[src/design/qfx_pkg.sv]
// Package with the shared opcodes, constants and pipeline payload types of the fixed-point ALU.
`default_nettype none
package qfx_pkg;

  localparam int unsigned DefFractionBits = 48;
  localparam int unsigned DivSteps        = 128;

  typedef enum logic [3:0] {
    OP_ADD     = 4'd0,
    OP_SUB     = 4'd1,
    OP_MUL     = 4'd2,
    OP_DIV     = 4'd3,
    OP_IADD    = 4'd4,
    OP_ISUB    = 4'd5,
    OP_IMUL    = 4'd6,
    OP_IDIV    = 4'd7,
    OP_CMP     = 4'd8,
    OP_TOINT   = 4'd9,
    OP_FROMINT = 4'd10,
    OP_RESCALE = 4'd11,
    OP_HALF    = 4'd12,
    OP_DOUBLE  = 4'd13,
    OP_INC     = 4'd14,
    OP_DEC     = 4'd15
  } qfx_op_e;

  // Result fields and the final fix-up controls that ride alongside the divider.
  typedef struct packed {
    logic [63:0] result;
    logic        lt;
    logic        eq;
    logic        gt;
    logic        dz;
    logic        is_div;
    logic        q_neg;
  } qfx_res_t;

  // Working state of one restoring division step.
  typedef struct packed {
    logic [63:0]  rem;
    logic [127:0] work;
    logic [63:0]  divisor;
  } qfx_div_t;

endpackage
`default_nettype wire

[src/design/qfx_out.sv]
// Final quotient sign fix-up, output register and skid register.
`default_nettype none
module qfx_out (
  input  wire logic               clk_i,
  input  wire logic               rst_ni,
  input  wire logic               valid_i,
  input  wire qfx_pkg::qfx_res_t  res_i,
  input  wire logic [63:0]        quot_i,
  output logic                    adv_o,
  output logic                    out_valid_o,
  input  wire logic               out_ready_i,
  output logic [67:0]             out_data_o
);

  logic [67:0] fin, skid_q;
  logic [63:0] value;
  logic        skid_v_q;

  always_comb begin
    if (res_i.is_div) begin
      value = res_i.dz ? 64'd0 : (res_i.q_neg ? (64'd0 - quot_i) : quot_i);
    end else begin
      value = res_i.result;
    end
    fin   = {res_i.dz, res_i.gt, res_i.eq, res_i.lt, value};
    adv_o = !skid_v_q;
  end

  always_ff @(posedge clk_i or negedge rst_ni) begin
    if (!rst_ni) begin
      out_valid_o <= 1'b0;
      skid_v_q    <= 1'b0;
    end else if (adv_o && valid_i) begin
      if (!out_valid_o || out_ready_i) begin
        out_valid_o <= 1'b1;
      end else begin
        skid_v_q <= 1'b1;
      end
    end else if (out_valid_o && out_ready_i) begin
      out_valid_o <= skid_v_q;
      skid_v_q    <= 1'b0;
    end
  end

  always_ff @(posedge clk_i) begin
    if (adv_o && valid_i) begin
      if (!out_valid_o || out_ready_i) begin
        out_data_o <= fin;
      end else begin
        skid_q <= fin;
      end
    end else if (out_valid_o && out_ready_i && skid_v_q) begin
      out_data_o <= skid_q;
    end
  end

endmodule
`default_nettype wire

[config.mk]
export PLATFORM = sky130hd
export DESIGN_NAME = qfx_out
export DESIGN_NICKNAME = d
export VERILOG_FILES = /design/src/design/qfx_pkg.sv /design/src/design/qfx_out.sv
export SDC_FILE = /design/constraint.sdc
export NUM_CORES = 1
export LEC_CHECK = 0
export BUFFER_PORTS_ARGS = -buffer_cell sky130_fd_sc_hd__buf_4
export CAP_MARGIN = 40
export CORE_ASPECT_RATIO = 1.4
export CORE_MARGIN = 4
export CORE_UTILIZATION = 43
export CTS_BUF_LIST = sky130_fd_sc_hd__clkbuf_16
export DETAILED_ROUTE_END_ITERATION = 8
export HOLD_SLACK_MARGIN = 0.03
export MAX_ROUTING_LAYER = met4
export PLACE_DENSITY = 0.71
export SLEW_MARGIN = 20
export SYNTH_ARGS = -nofsm -noshare
export SYNTH_HDL_FRONTEND = slang
export SYNTH_SLANG_ARGS = --single-unit
[constraint.sdc]
create_clock -name clk_i -period 7.1 [get_ports clk_i]
set_input_delay 0.355 -clock clk_i [delete_from_list [all_inputs] [get_ports clk_i]]
set_output_delay 0.355 -clock clk_i [all_outputs]
set_load 0.05 [all_outputs]
==> impl_metrics.yaml <==
detailed_routing:
  drt_iter0_drc: 725
  antenna_left: 0
  via_per_inst: 5.80
  drt_wl_total_um: 24900
  num_vias: 6932
  first_pass_iters: 6
  wl_per_cell_um: 20.9
  post-route-drc-count: 0
logic_synthesis:
  synth_edf_count: 136
  netlist_instances: 748
  synth-seq-area-share: 0.543
  avgSynthCellArea_um2: 10.2
  synth_cell_types: 52
  syn_area_um2: 7610
  synth_fp_nets: 887
  ys_ff_latch: 138
  ys_async_sr_fraction: 0.0145
  ys.flop_type: "edfxtp_1"
  yosys_warnings: 0
min_path:
  holdPathEnd: "skid_q[66]"
  whs_path_depth: 1
  min_from: "res_i[3]"
  holdCritPathClass: "in2reg"
sta:
  rsz0062_at_grt: "false"
  fin_crit_sh: 0.401
  post-route-min-period_ps: 2850
  slew_viol_final: 0
  hold_slack_ps: 117
  setup_viol: 0
  fmax_mhz: 351
  skew_ps: 9.63
  setup_tns_ps: 0
  hold_viol_final: 0
  relSlewSlack: 0.429
  tightestPinTransition_ps: 853
floorplanning:
  fp.dieH_um: 165
  die_w_um: 120
  fp.dieArea_um2: 19900
  coreArea_um2: 17400
  start_util: 0.438
  rows: 57
  num_io_pins: 208
critical_path:
  crit_fanout: 14
  cp-start-kind: "input pin"
  arrival_ps: 3020
  crit_path_end_kind: "register"
  r2r_cells: 3
  critical_path_class: "in2reg"
  crit_required_ps: 7270
  r2r_start: "skid_v_q"
  r2r-end: "out_data_o[9]"
  reg2reg_slack_ps: 4820
run:
  drv_cap: 0
clock_network:
  numCtsBuffers: 17
  cts.sinks: 138
  cts-root-buf: "clkbuf_16"
  cts_tree: "built"
  path_clk_slew_ps: 60
  clock_latency_ps: 420
  cts_resized: 0
  htreeDepth: 4
  cts.path.max_buffers: 2
finish:
  drive_gt1_frac: 0.293
  final_cells: 1195
  nets: 1085
  area_growth_pct: 32.6
  fillerInstances: 1605
  antenna_cells: 0
power_and_ir_drop:
  power.internal_uw: 2210
  total_leakage_power_uw: 0.00390
  seqPwrFrac: 0.351
  ir_drop_mv: 0.186
  switching_share: 0.391
  power_density_nw_per_um2: 359
  p_sw_uw: 1420
  clkPwrFrac: 0.265
  comb_power_share: 0.384
global_route:
  antenna_found_initial: 0
  grt_usage: 0.255
  grt_pass1_wl_um: 37300
  grt_overflow: 0
  grt_max_degree: 62
  first_global_vias: 6754
status:
  outcome: "finished, final reports clean"
place:
  hpwl_um: 18100
  port_buffers: 207
  gp_congestion: 0.936
  placed_cells: 1160
-- cells in the mapped netlist, types with 7 or more instances --
library cell / count / area, um2
nand3_1: 17 / 85.1
nor4_1: 29 / 181
nand2_1: 147 / 552
xor2_1: 11 / 96.3
mux2_2: 16 / 180
o21ai_0: 40 / 200
edfxtp_1: 136 / 4080
xnor2_1: 31 / 272
o41ai_1: 11 / 96.3
a22o_1: 16 / 140
nor2_1: 63 / 236
a31oi_1: 32 / 200
nand4_1: 11 / 68.8
or4_1: 7 / 52.6
o31ai_1: 15 / 113
buf_1: 8 / 30.0
nor3_1: 20 / 100
inv_1: 11 / 41.3
a21oi_1: 19 / 95.1
clkbuf_1: 32 / 120
-- layout by cell type (no fill, tap or decap), drive strengths merged, types with 3 or more instances in the layout --
| master | instances |
|---|---|
| buf | 219 |
| nand2 | 147 |
| edfxtp | 136 |
| nor2 | 63 |
| o21ai | 40 |
| a31oi | 32 |
| xnor2 | 31 |
| nor4 | 30 |
| nor3 | 20 |
| a21oi | 19 |
| clkbuf | 18 |
| nand3 | 17 |
| mux2 | 17 |
| a22o | 16 |
| o31ai | 15 |
| inv | 14 |
| nand4 | 11 |
| xor2 | 11 |
| o41ai | 11 |
| or4 | 10 |
| clkinv | 7 |
| or3 | 6 |
| mux2i | 6 |
| o221ai | 5 |
| bufinv | 5 |
| nor2b | 5 |
| or2 | 4 |
| and3 | 4 |
| a32oi | 3 |
| nand4b | 3 |
| nand2b | 3 |
| a41oi | 3 |
| o2bb2ai | 3 |
-- registers in the layout, summed over array words and instances, names as in the netlist --
name and flops:
skid_v_q 1, out_valid_o 1, out_data_o 68, skid_q 68
-- final cells by class --
cell class / count / area (um2) / area share
clock buffers: 17 / 425 / 0.0421
flip-flops and latches: 138 / 4130 / 0.409
repair buffers: 221 / 1690 / 0.167
clock inverters: 15 / 210 / 0.0208
multi-input cells: 556 / 3300 / 0.327
inverters: 12 / 45.0 / 0.00446
well taps: 236 / 295 / 0.0292
-- kinds of logic after synthesis --
logic type | share of synthesized area
AOI/OAI and AO/OA | 0.143
xor gates and xnor gates | 0.0483
adders and majority gates | 0.00164
buffers and inverters | 0.0278
DFF | 0.543
muxes | 0.0335
and+or+nand+nor | 0.203
-- critical path, stage by stage --
cell and delay (ps):
buf_4 120, inv_1 50, ha_1 160, or3b_2 570
or4_4 650, nor4_4 340, nor3_1 70, or3_1 410
mux2_2 280
-- power groups by stage --
stage / logic (uW) / clock network, uW / registers (uW)
floorplan: 335 / 0 / 1860
global placement: 1370 / 0 / 1290
detailed placement: 1400 / 0 / 1290
CTS: 1400 / 973 / 1280
global route: 1470 / 1010 / 1290
finish: 1390 / 962 / 1270
-- per-layer routing --
layer | GRT usage | up-vias | wire (um)
met5 | - | - | 0
met4 | 0.107 | 0 | 845
met3 | 0.0525 | 48 | 1940
met2 | 0.424 | 332 | 12600
met1 | 0.303 | 3312 | 9510
li1 | - | 3240 | -
-- through the flow --
step	util	area (um2)	setup slack, ps	power (uW)
after detailed placement	0.543	9440	3680	2690
final	0.580	10100	4250	3620
after global placement	0.540	9390	3870	2650
after global routing	0.580	10100	4190	3770
after floorplan	-	7610	2900	2190
after CTS	0.580	10100	4120	3650
-- worst max-delay path by stage --
stage | slack [ps] | cells after the start | endpoint | from
floorplan | 2900 | 3 | out_data_o[0] | out_valid_o
global placement | 3870 | 7 | out_data_o[35] | quot_i[30]
detailed placement | 3680 | 7 | out_data_o[35] | quot_i[9]
CTS | 4120 | 7 | out_data_o[35] | quot_i[9]
global route | 4190 | 9 | out_data_o[60] | quot_i[0]
finish | 4250 | 9 | out_data_o[60] | quot_i[0]
-- repair_timing --
| item | CTS | global route |
|---|---|---|
| buffers inserted | 0 | 0 |
| hold buffers | 1 | 0 |
| endpoints found under the hold margin | 2 | 0 |
Power figures use the tool's default switching activity.
