## src/design/qfx_pkg.sv

```systemverilog
// Package with the shared opcodes, constants and pipeline payload types of the fixed-point ALU.
`default_nettype none
package qfx_pkg;

  localparam int unsigned DefFractionBits = 48;
  localparam int unsigned DivSteps        = 128;

  typedef enum logic [3:0] {
    OP_ADD     = 4'd0,
    OP_SUB     = 4'd1,
    OP_MUL     = 4'd2,
    OP_DIV     = 4'd3,
    OP_IADD    = 4'd4,
    OP_ISUB    = 4'd5,
    OP_IMUL    = 4'd6,
    OP_IDIV    = 4'd7,
    OP_CMP     = 4'd8,
    OP_TOINT   = 4'd9,
    OP_FROMINT = 4'd10,
    OP_RESCALE = 4'd11,
    OP_HALF    = 4'd12,
    OP_DOUBLE  = 4'd13,
    OP_INC     = 4'd14,
    OP_DEC     = 4'd15
  } qfx_op_e;

  // Result fields and the final fix-up controls that ride alongside the divider.
  typedef struct packed {
    logic [63:0] result;
    logic        lt;
    logic        eq;
    logic        gt;
    logic        dz;
    logic        is_div;
    logic        q_neg;
  } qfx_res_t;

  // Working state of one restoring division step.
  typedef struct packed {
    logic [63:0]  rem;
    logic [127:0] work;
    logic [63:0]  divisor;
  } qfx_div_t;

endpackage
`default_nettype wire

```

## src/design/qfx_div_step.sv

```systemverilog
// One registered step of the restoring divider, with the result fields carried alongside.
`default_nettype none
module qfx_div_step (
  input  wire logic               clk_i,
  input  wire logic               rst_ni,
  input  wire logic               adv_i,
  input  wire logic               valid_i,
  input  wire qfx_pkg::qfx_res_t  res_i,
  input  wire qfx_pkg::qfx_div_t  div_i,
  output logic                    valid_o,
  output qfx_pkg::qfx_res_t       res_o,
  output qfx_pkg::qfx_div_t       div_o
);

  logic [64:0] rem_sh;
  logic        ge;

  always_comb begin
    rem_sh = {div_i.rem, div_i.work[127]};
    ge     = rem_sh >= {1'b0, div_i.divisor};
  end

  always_ff @(posedge clk_i) begin
    if (adv_i) begin
      res_o         <= res_i;
      div_o.divisor <= div_i.divisor;
      div_o.work    <= {div_i.work[126:0], ge};
      div_o.rem     <= ge ? 64'(rem_sh - {1'b0, div_i.divisor}) : rem_sh[63:0];
    end
  end

  always_ff @(posedge clk_i or negedge rst_ni) begin
    if (!rst_ni) begin
      valid_o <= 1'b0;
    end else if (adv_i) begin
      valid_o <= valid_i;
    end
  end

endmodule
`default_nettype wire

```

## config.mk

```make
export PLATFORM = sky130hd
export DESIGN_NAME = qfx_div_step
export DESIGN_NICKNAME = d
export VERILOG_FILES = /design/src/design/qfx_pkg.sv /design/src/design/qfx_div_step.sv
export SDC_FILE = /design/constraint.sdc
export NUM_CORES = 1
export LEC_CHECK = 0
export BUFFER_PORTS_ARGS = -buffer_cell sky130_fd_sc_hd__buf_4
export CAP_MARGIN = 0
export CORE_AREA = 4 4 256 258
export CTS_CLUSTER_DIAMETER = 150
export CTS_CLUSTER_SIZE = 30
export DETAILED_ROUTE_END_ITERATION = 10
export DIE_AREA = 0 0 260 262
export GPL_TIMING_DRIVEN = 0
export PLACE_DENSITY = 0.48
export SYNTH_ARGS = -nofsm -noshare
export SYNTH_HDL_FRONTEND = slang
export SYNTH_SLANG_ARGS = --single-unit
```

## constraint.sdc

```tcl
create_clock -name clk_i -period 1.3 [get_ports clk_i]
set_clock_uncertainty 0.1 [all_clocks]
set_input_delay 0.26 -clock clk_i [delete_from_list [all_inputs] [get_ports clk_i]]
set_output_delay 0.26 -clock clk_i [all_outputs]
set_load 0.01 [all_outputs]
```

==> results.py, run 1 <==
metrics = {
    "pwr": {
        "total_power_mw": 28.3,
        "power_density_nw_per_um2": 1020,
        "vdd_drop_max_mv": 0.848,
        "p_leak_nw": 11.3,
    },
    "yosys": {
        "synth-simple-area-share_pct": 8.40,
        "yosysUniqueCellTypes": 68,
        "synth_top_cell_by_area": "edfxtp_1",
        "syn_area_sq_um": 14700,
        "synth_compound_area_share_pct": 12.3,
        "synth_mux_area_share_pct": 0.0765,
        "synth_async_sr_flop_share_pct": 0.306,
        "synth_cells": 1136,
        "synth_edf_count": 326,
        "synthMostInstantiatedCell": "edfxtp_1",
        "synth_top_family_by_area": "compound AO/OA/AOI/OAI gates",
        "syn_area_per_cell_sq_um": 13.0,
        "ys_ff_latch": 327,
        "yosys-top-cells-count": "edfxtp_1, nand2_1, o21ai_0",
        "synth_nets": 1531,
        "yosysWarnings": 0,
        "synth-xor-area-share_pct": 3.51,
        "seq_area_frac_synth_pct": 66.7,
        "synthFlopType": "edfxtp_1",
        "synth.area.top_cells": "edfxtp_1, ha_1, o21ai_0",
        "synth_top_area_share_pct": 66.5,
        "synthAdderAreaFrac_pct": 5.57,
    },
    "timing": {
        "holdWs_ps": 96.4,
        "slew_viol_final": 0,
        "period_needed_ps": 3210,
        "hold_viol_final": 0,
        "fmax_ghz": 0.312,
        "period_share_pct": 247,
        "setup_slack_ps": -1910,
        "finalSetupViolations": 392,
        "worst_pin_slew_ps": 661,
        "slew_headroom_pct": 55.9,
        "fin_setup_tns_ps": -165390,
        "rsz0062_at_grt": "yes",
    },
    "clocking": {
        "cts-root-buf": "clkbuf_16",
        "clockBufferDepth": 3,
        "clk_pin_slew_ps": 120,
        "clk_latency_ps": 540,
        "cts_num_sinks": 327,
        "numCtsBuffers": 15,
        "tritoncts": "done",
        "cts_max_level": 1,
    },
    "floorplanning": {
        "pin_count": 657,
        "die-area_sq_um": 68100,
        "core-area_sq_um": 63000,
        "die_y_um": 262,
        "die_w_um": 260,
        "rows": 92,
        "initial_core_util_pct": 23.4,
    },
    "grt": {
        "grtUsageTotal_pct": 17.6,
        "grt_pass1_vias": 14058,
        "overflow": 0,
        "grt_max_degree": 117,
        "grt_pass1_wl_um": 90000,
        "antenna_found_initial": 12,
    },
    "worst_setup_path": {
        "cp-start-kind": "input pin",
        "r2r-start": "valid_o$_DFFE_PN0P_",
        "critPathRequiredTime_ps": 1480,
        "crit_top_cell": "buf_12",
        "critPathArrivalTime_ps": 3390,
        "crit_chain": "buf_6 -> inv_4 -> ha_4 -> nand4_1 -> o211ai_1 -> a21oi_2 -> o41a_1 -> or3_4 -> o31ai_4 -> a2111oi_4 -> or2_4 -> buf_12 -> buf_16 -> buf_12 -> nand2_4 -> o41ai_4",
        "path_max_fanout": 7,
        "path_class": "input pin to register",
        "r2r-end": "valid_o$_DFFE_PN0P_",
        "ff2ff_setup_slack_ps": 360,
        "cpMaxStageDelayCell": "o41a_1",
        "reg2regPathDepth": 1,
        "cp-end-kind": "register",
        "critical-path-max-stage-delay_ps": 480,
    },
    "cells_and_area": {
        "nFillCells": 5812,
        "drive_gt1_share_pct": 43.7,
        "area_delta_synth_final_pct": 87.6,
        "nets": 2576,
    },
    "worst_hold_path": {
        "hp-class": "input pin to register",
        "holdCritStartpoint": "div_i[0]",
        "min_to": "div_o[192]$_DFFE_PP_",
        "hold_depth": 3,
    },
    "placement": {
        "dp_hpwl_um": 50500,
        "portBuffers": 656,
        "routabilityCongestion": 0.825,
    },
    "routing": {
        "wirelength_um": 67400,
        "viasPerCell": 4.41,
        "route.vias.total": 13422,
        "drtIter0Drc": 652,
        "wl_per_cell_um": 22.2,
        "ant_nets": 0,
        "firstDrtPassIters": 7,
        "drc": 0,
    },
    "run_status": {
        "run_status": "finished with violations",
        "violations": "negative setup slack",
    },
    "flow_run": {
        "drv_cap": 0,
    },
}
==> layer usage <==
metal  vias up  global-route usage, %  wire length, um
met2       474                   33.2            35700
li1       6298                      -                -
met4         6                   6.63             2960
met1      6535                   18.8            23900
met3       109                   4.67             4820
met5         -                      0               45
==> sequential cells by signal (all words and copies together), names as in the netlist <==
signal   flops
div_o      256
res_o       70
valid_o      1
==> power breakdown <==
group	switching [mW]	internal, mW
Combinational	4.27	4.89
Sequential	0.478	12.8
Clock	3.55	2.27
Total	8.30	20.0
==> cell families after synthesis <==
logic type | count (synthesis)
flip-flops | 327
XOR/XNOR | 59
adder cells (fa/ha/maj) | 65
multiplexers | 1
buffers and inverters | 125
AO/OA/AOI/OAI | 293
AND/OR/NAND/NOR | 266
==> per-stage QoR <==
step / util, % / instance area [sq um] / cells / worst slack, ps
floorplan: - / 15100 / 1136 / -1820
global route: 43.9 / 27600 / 3041 / -1970
finish: 43.9 / 27600 / 3043 / -1910
global placement: 33.4 / 21000 / 2638 / -3920
CTS: 40.6 / 25600 / 3005 / -1840
detailed placement: 33.5 / 21100 / 2641 / -3530
==> worst max path at each step <==
stage | from | endpoint | slack, ps | depth (start not counted)
floorplan | div_i[33] | div_o[216]$_DFFE_PP_ | -1820 | 16
global placement | div_i[2] | div_o[247]$_DFFE_PP_ | -3920 | 13
detailed placement | div_i[13] | div_o[254]$_DFFE_PP_ | -3530 | 13
CTS | div_i[224] | div_o[232]$_DFFE_PP_ | -1840 | 14
global route | div_i[34] | div_o[232]$_DFFE_PP_ | -1970 | 16
finish | div_i[34] | div_o[232]$_DFFE_PP_ | -1910 | 16
==> layout make-up <==
class	count	area [sq um]	area share, %
Sequential cell	327	9810	35.5
Clock buffer	21	398	1.44
Multi-Input combinational cell	684	5520	20.0
Inverter	86	343	1.24
Clock inverter	4	50.0	0.181
Antenna cell	8	20.0	0.0725
Timing Repair Buffer	1035	10100	36.5
Buffer	32	340	1.23
Tap cell	846	1060	3.83
==> critical path, delay by kind of cell <==
kind / cells / cell delay, ps
adder cells (fa/ha/maj): 1 / 300
AO/OA/AOI/OAI: 6 / 1300
AND/OR/NAND/NOR: 4 / 950
buffers and inverters: 5 / 570
==> cell usage in the layout (no fill, tap or decap), types with 35 or more instances in the layout <==
| cell | count |
|---|---|
| edfxtp_1 | 326 |
| buf_4 | 371 |
| nor2_1 | 51 |
| nand2_2 | 39 |
| inv_1 | 74 |
| a21oi_1 | 72 |
| ha_1 | 38 |
| o21ai_2 | 40 |
| xnor2_1 | 37 |
| buf_6 | 324 |
| nand2_1 | 62 |
| o21ai_0 | 35 |
| dlygate4sd3_1 | 328 |
==> repair_timing <==
action,CTS,global route
gates cloned,0,11
hold buffers,327,1
gates resized for setup,152,491
hold endpoints to repair,326,1
pin swaps,21,67
setup buffers,16,21
setup endpoints to repair,610,393
Power figures use the tool's default switching activity.
==> run 2, diff against run 1 <==
--- a/config.mk
+++ b/config.mk
@@ -14,5 +14,4 @@
 export DIE_AREA = 0 0 260 262
 export GPL_TIMING_DRIVEN = 0
-export PLACE_DENSITY = 0.48
 export SYNTH_ARGS = -nofsm -noshare
 export SYNTH_HDL_FRONTEND = slang
==> constraint.sdc (replaced) <==
create_clock -name clk_i -period 1.3 [get_ports clk_i]
set_clock_uncertainty 0.1 [all_clocks]
set_input_delay 0.13 -clock clk_i [delete_from_list [all_inputs] [get_ports clk_i]]
set_output_delay 0.13 -clock clk_i [all_outputs]
set_load 0.01 [all_outputs]
==> results.py, run 2 (synthesized netlist as in run 1, its figures left out) <==
metrics = {
    "worst_hold_path": {
        "holdCritStartpoint": "div_i[1]",
        "min_to": "div_o[1]$_DFFE_PP_",
        "hp-class": "input pin to register",
        "hold_depth": 1,
    },
    "routing": {
        "wl_met1_um": 23600,
        "wirelength_um": 69800,
        "route.vias.total": 13642,
        "drtIter0Drc": 918,
        "wl_met3_um": 5500,
        "firstDrtPassIters": 5,
        "wl_per_cell_um": 23.0,
        "drc": 0,
        "wl_met2_um": 37100,
        "ant_nets": 0,
        "viasPerCell": 4.49,
        "routed.top_layer": "met5",
    },
    "clocking": {
        "numCtsBuffers": 15,
        "clockBufferDepth": 3,
        "cts_max_level": 1,
        "tritoncts": "done",
        "cts_num_sinks": 327,
        "clk_latency_ps": 540,
        "cts-root-buf": "clkbuf_16",
        "clk_pin_slew_ps": 110,
    },
    "placement": {
        "routabilityCongestion": 0.883,
        "portBuffers": 656,
        "pre_cts_slack_ps": -3410,
        "dp_hpwl_um": 50800,
    },
    "cells_and_area": {
        "area_delta_synth_final_pct": 87.6,
        "largest_reg_flops": 256,
        "final_cell_mix": "buf_4, dlygate4sd3_1, edfxtp_1",
        "top_regs": "div_o (256), res_o (70), valid_o (1)",
        "multiInputGateArea_sq_um": 5550,
        "max_flop_register": "div_o",
        "drive_gt1_share_pct": 43.7,
        "nFillCells": 5650,
        "final_common_cell": "buf_4",
        "nets": 2580,
        "regArea_sq_um": 9810,
    },
    "timing": {
        "setup_slack_ps": -1690,
        "holdWs_ps": -285,
        "slew_viol_final": 0,
        "period_needed_ps": 2990,
        "worst_pin_slew_ps": 715,
        "rsz0062_at_grt": "yes",
        "finalSetupViolations": 301,
        "period_share_pct": 230,
        "fmax_ghz": 0.334,
        "fin_setup_tns_ps": -109110,
        "hold_viol_final": 21,
        "slew_headroom_pct": 52.3,
    },
    "grt": {
        "antenna_found_initial": 22,
        "grtUsageTotal_pct": 18.1,
        "grt_max_degree": 118,
        "grt_pass1_vias": 13923,
        "overflow": 0,
        "grt_pass1_wl_um": 92100,
    },
    "worst_setup_path": {
        "path_max_fanout": 6,
        "critical-path-max-stage-delay_ps": 420,
        "r2r-start": "valid_o$_DFFE_PN0P_",
        "path_class": "input pin to register",
        "ff2ff_setup_slack_ps": 270,
        "reg2regPathDepth": 2,
        "crit_chain": "buf_4 -> ha_1 -> fa_1 -> nand2b_1 -> a21oi_2 -> o211ai_1 -> a31oi_2 -> a21boi_2 -> o21ai_2 -> a21oi_4 -> o31a_1 -> xnor2_1 -> o21ai_4",
        "cp-startpoint": "div_i[0]",
        "r2r-end": "valid_o$_DFFE_PN0P_",
        "cpMaxStageDelayCell": "fa_1",
        "cp-end-kind": "register",
        "cp-start-kind": "input pin",
        "critPathRequiredTime_ps": 1490,
        "critPathArrivalTime_ps": 3190,
    },
    "floorplanning": {
        "core-area_sq_um": 63000,
        "pin_count": 657,
        "die_y_um": 262,
        "die-area_sq_um": 68100,
        "rows": 92,
        "initial_core_util_pct": 23.4,
        "die_w_um": 260,
    },
    "run_status": {
        "violations": "negative hold slack, negative setup slack",
        "run_status": "finished with violations",
    },
    "pwr": {
        "p_sw_mw": 8.30,
        "clock_power_share_pct": 20.1,
        "swShare_pct": 29.4,
        "power.share.combinational_pct": 32.6,
        "vdd_drop_max_mv": 1.10,
        "power_density_nw_per_um2": 1020,
        "p_int_mw": 19.9,
        "p_leak_nw": 11.3,
        "seqPwrFrac_pct": 47.2,
    },
    "flow_run": {
        "drv_cap": 0,
    },
}
-- run 2: critical path, delay by kind of cell --
family / cells / cell delay (ps)
AO/OA/AOI/OAI: 8 / 1820
adder cells (fa/ha/maj): 2 / 640
XOR/XNOR: 1 / 270
AND/OR/NAND/NOR: 1 / 200
buffers and inverters: 1 / 120
-- run 2: cell type report --
class,count,share of cell area [%]
repair buffers,1037,36.3
well taps,846,3.83
clock inverters,2,0.168
multi-input cells,684,20.1
inverters,86,1.28
diodes,6,0.0544
plain buffers,34,1.28
flip-flops and latches,327,35.5
clock buffers,18,1.40
-- run 2: how the worst max path moves through the flow --
stage,end,slack (ps),depth (start not counted)
2_1_floorplan,div_o[216]$_DFFE_PP_,-1690,16
3_3_place_gp,div_o[246]$_DFFE_PP_,-3410,13
6_report,div_o[250]$_DFFE_PP_,-1690,13
4_1_cts,div_o[242]$_DFFE_PP_,-1720,17
5_1_grt,div_o[240]$_DFFE_PP_,-1720,16
3_5_place_dp,div_o[246]$_DFFE_PP_,-3410,13
-- run 2: through the flow --
stage               power (mW)  std cells  instance area (sq um)  util [%]  hold slack (ps)
floorplan                 16.1       1136                  15100         -             -266
global placement          19.9       2638                  21000      33.4             -194
detailed placement        19.9       2641                  21100      33.5             -194
CTS                       27.0       2997                  25500      40.5             -343
global route              29.5       3039                  27600      43.9             -320
finish                    28.2       3040                  27600      43.9             -285
-- run 2: per-layer routing --
layer	vias to the layer above	GRT usage, %
met3	141	5.23
met5	-	0
met4	24	7.59
met1	6652	18.7
met2	520	34.2
li1	6305	-
-- run 2: power groups by stage --
| stage | Sequential, mW | Clock, mW | Combinational [mW] |
|---|---|---|---|
| 2_1_floorplan | 13.9 | 0 | 2.26 |
| 3_3_place_gp | 13.4 | 0 | 6.53 |
| 3_5_place_dp | 13.3 | 0 | 6.59 |
| 4_1_cts | 13.2 | 6.01 | 7.84 |
| 5_1_grt | 13.4 | 6.31 | 9.78 |
| 6_report | 13.3 | 5.69 | 9.20 |
-- run 2: repair_timing --
| item | CTS | global route |
|---|---|---|
| hold buffers | 325 | 3 |
| hold endpoints to repair | 336 | 29 |
| buffers inserted | 14 | 27 |
| cloned | 0 | 9 |
| pin swaps | 16 | 68 |
| endpoints found under the setup margin | 392 | 398 |
| resized for setup | 146 | 491 |
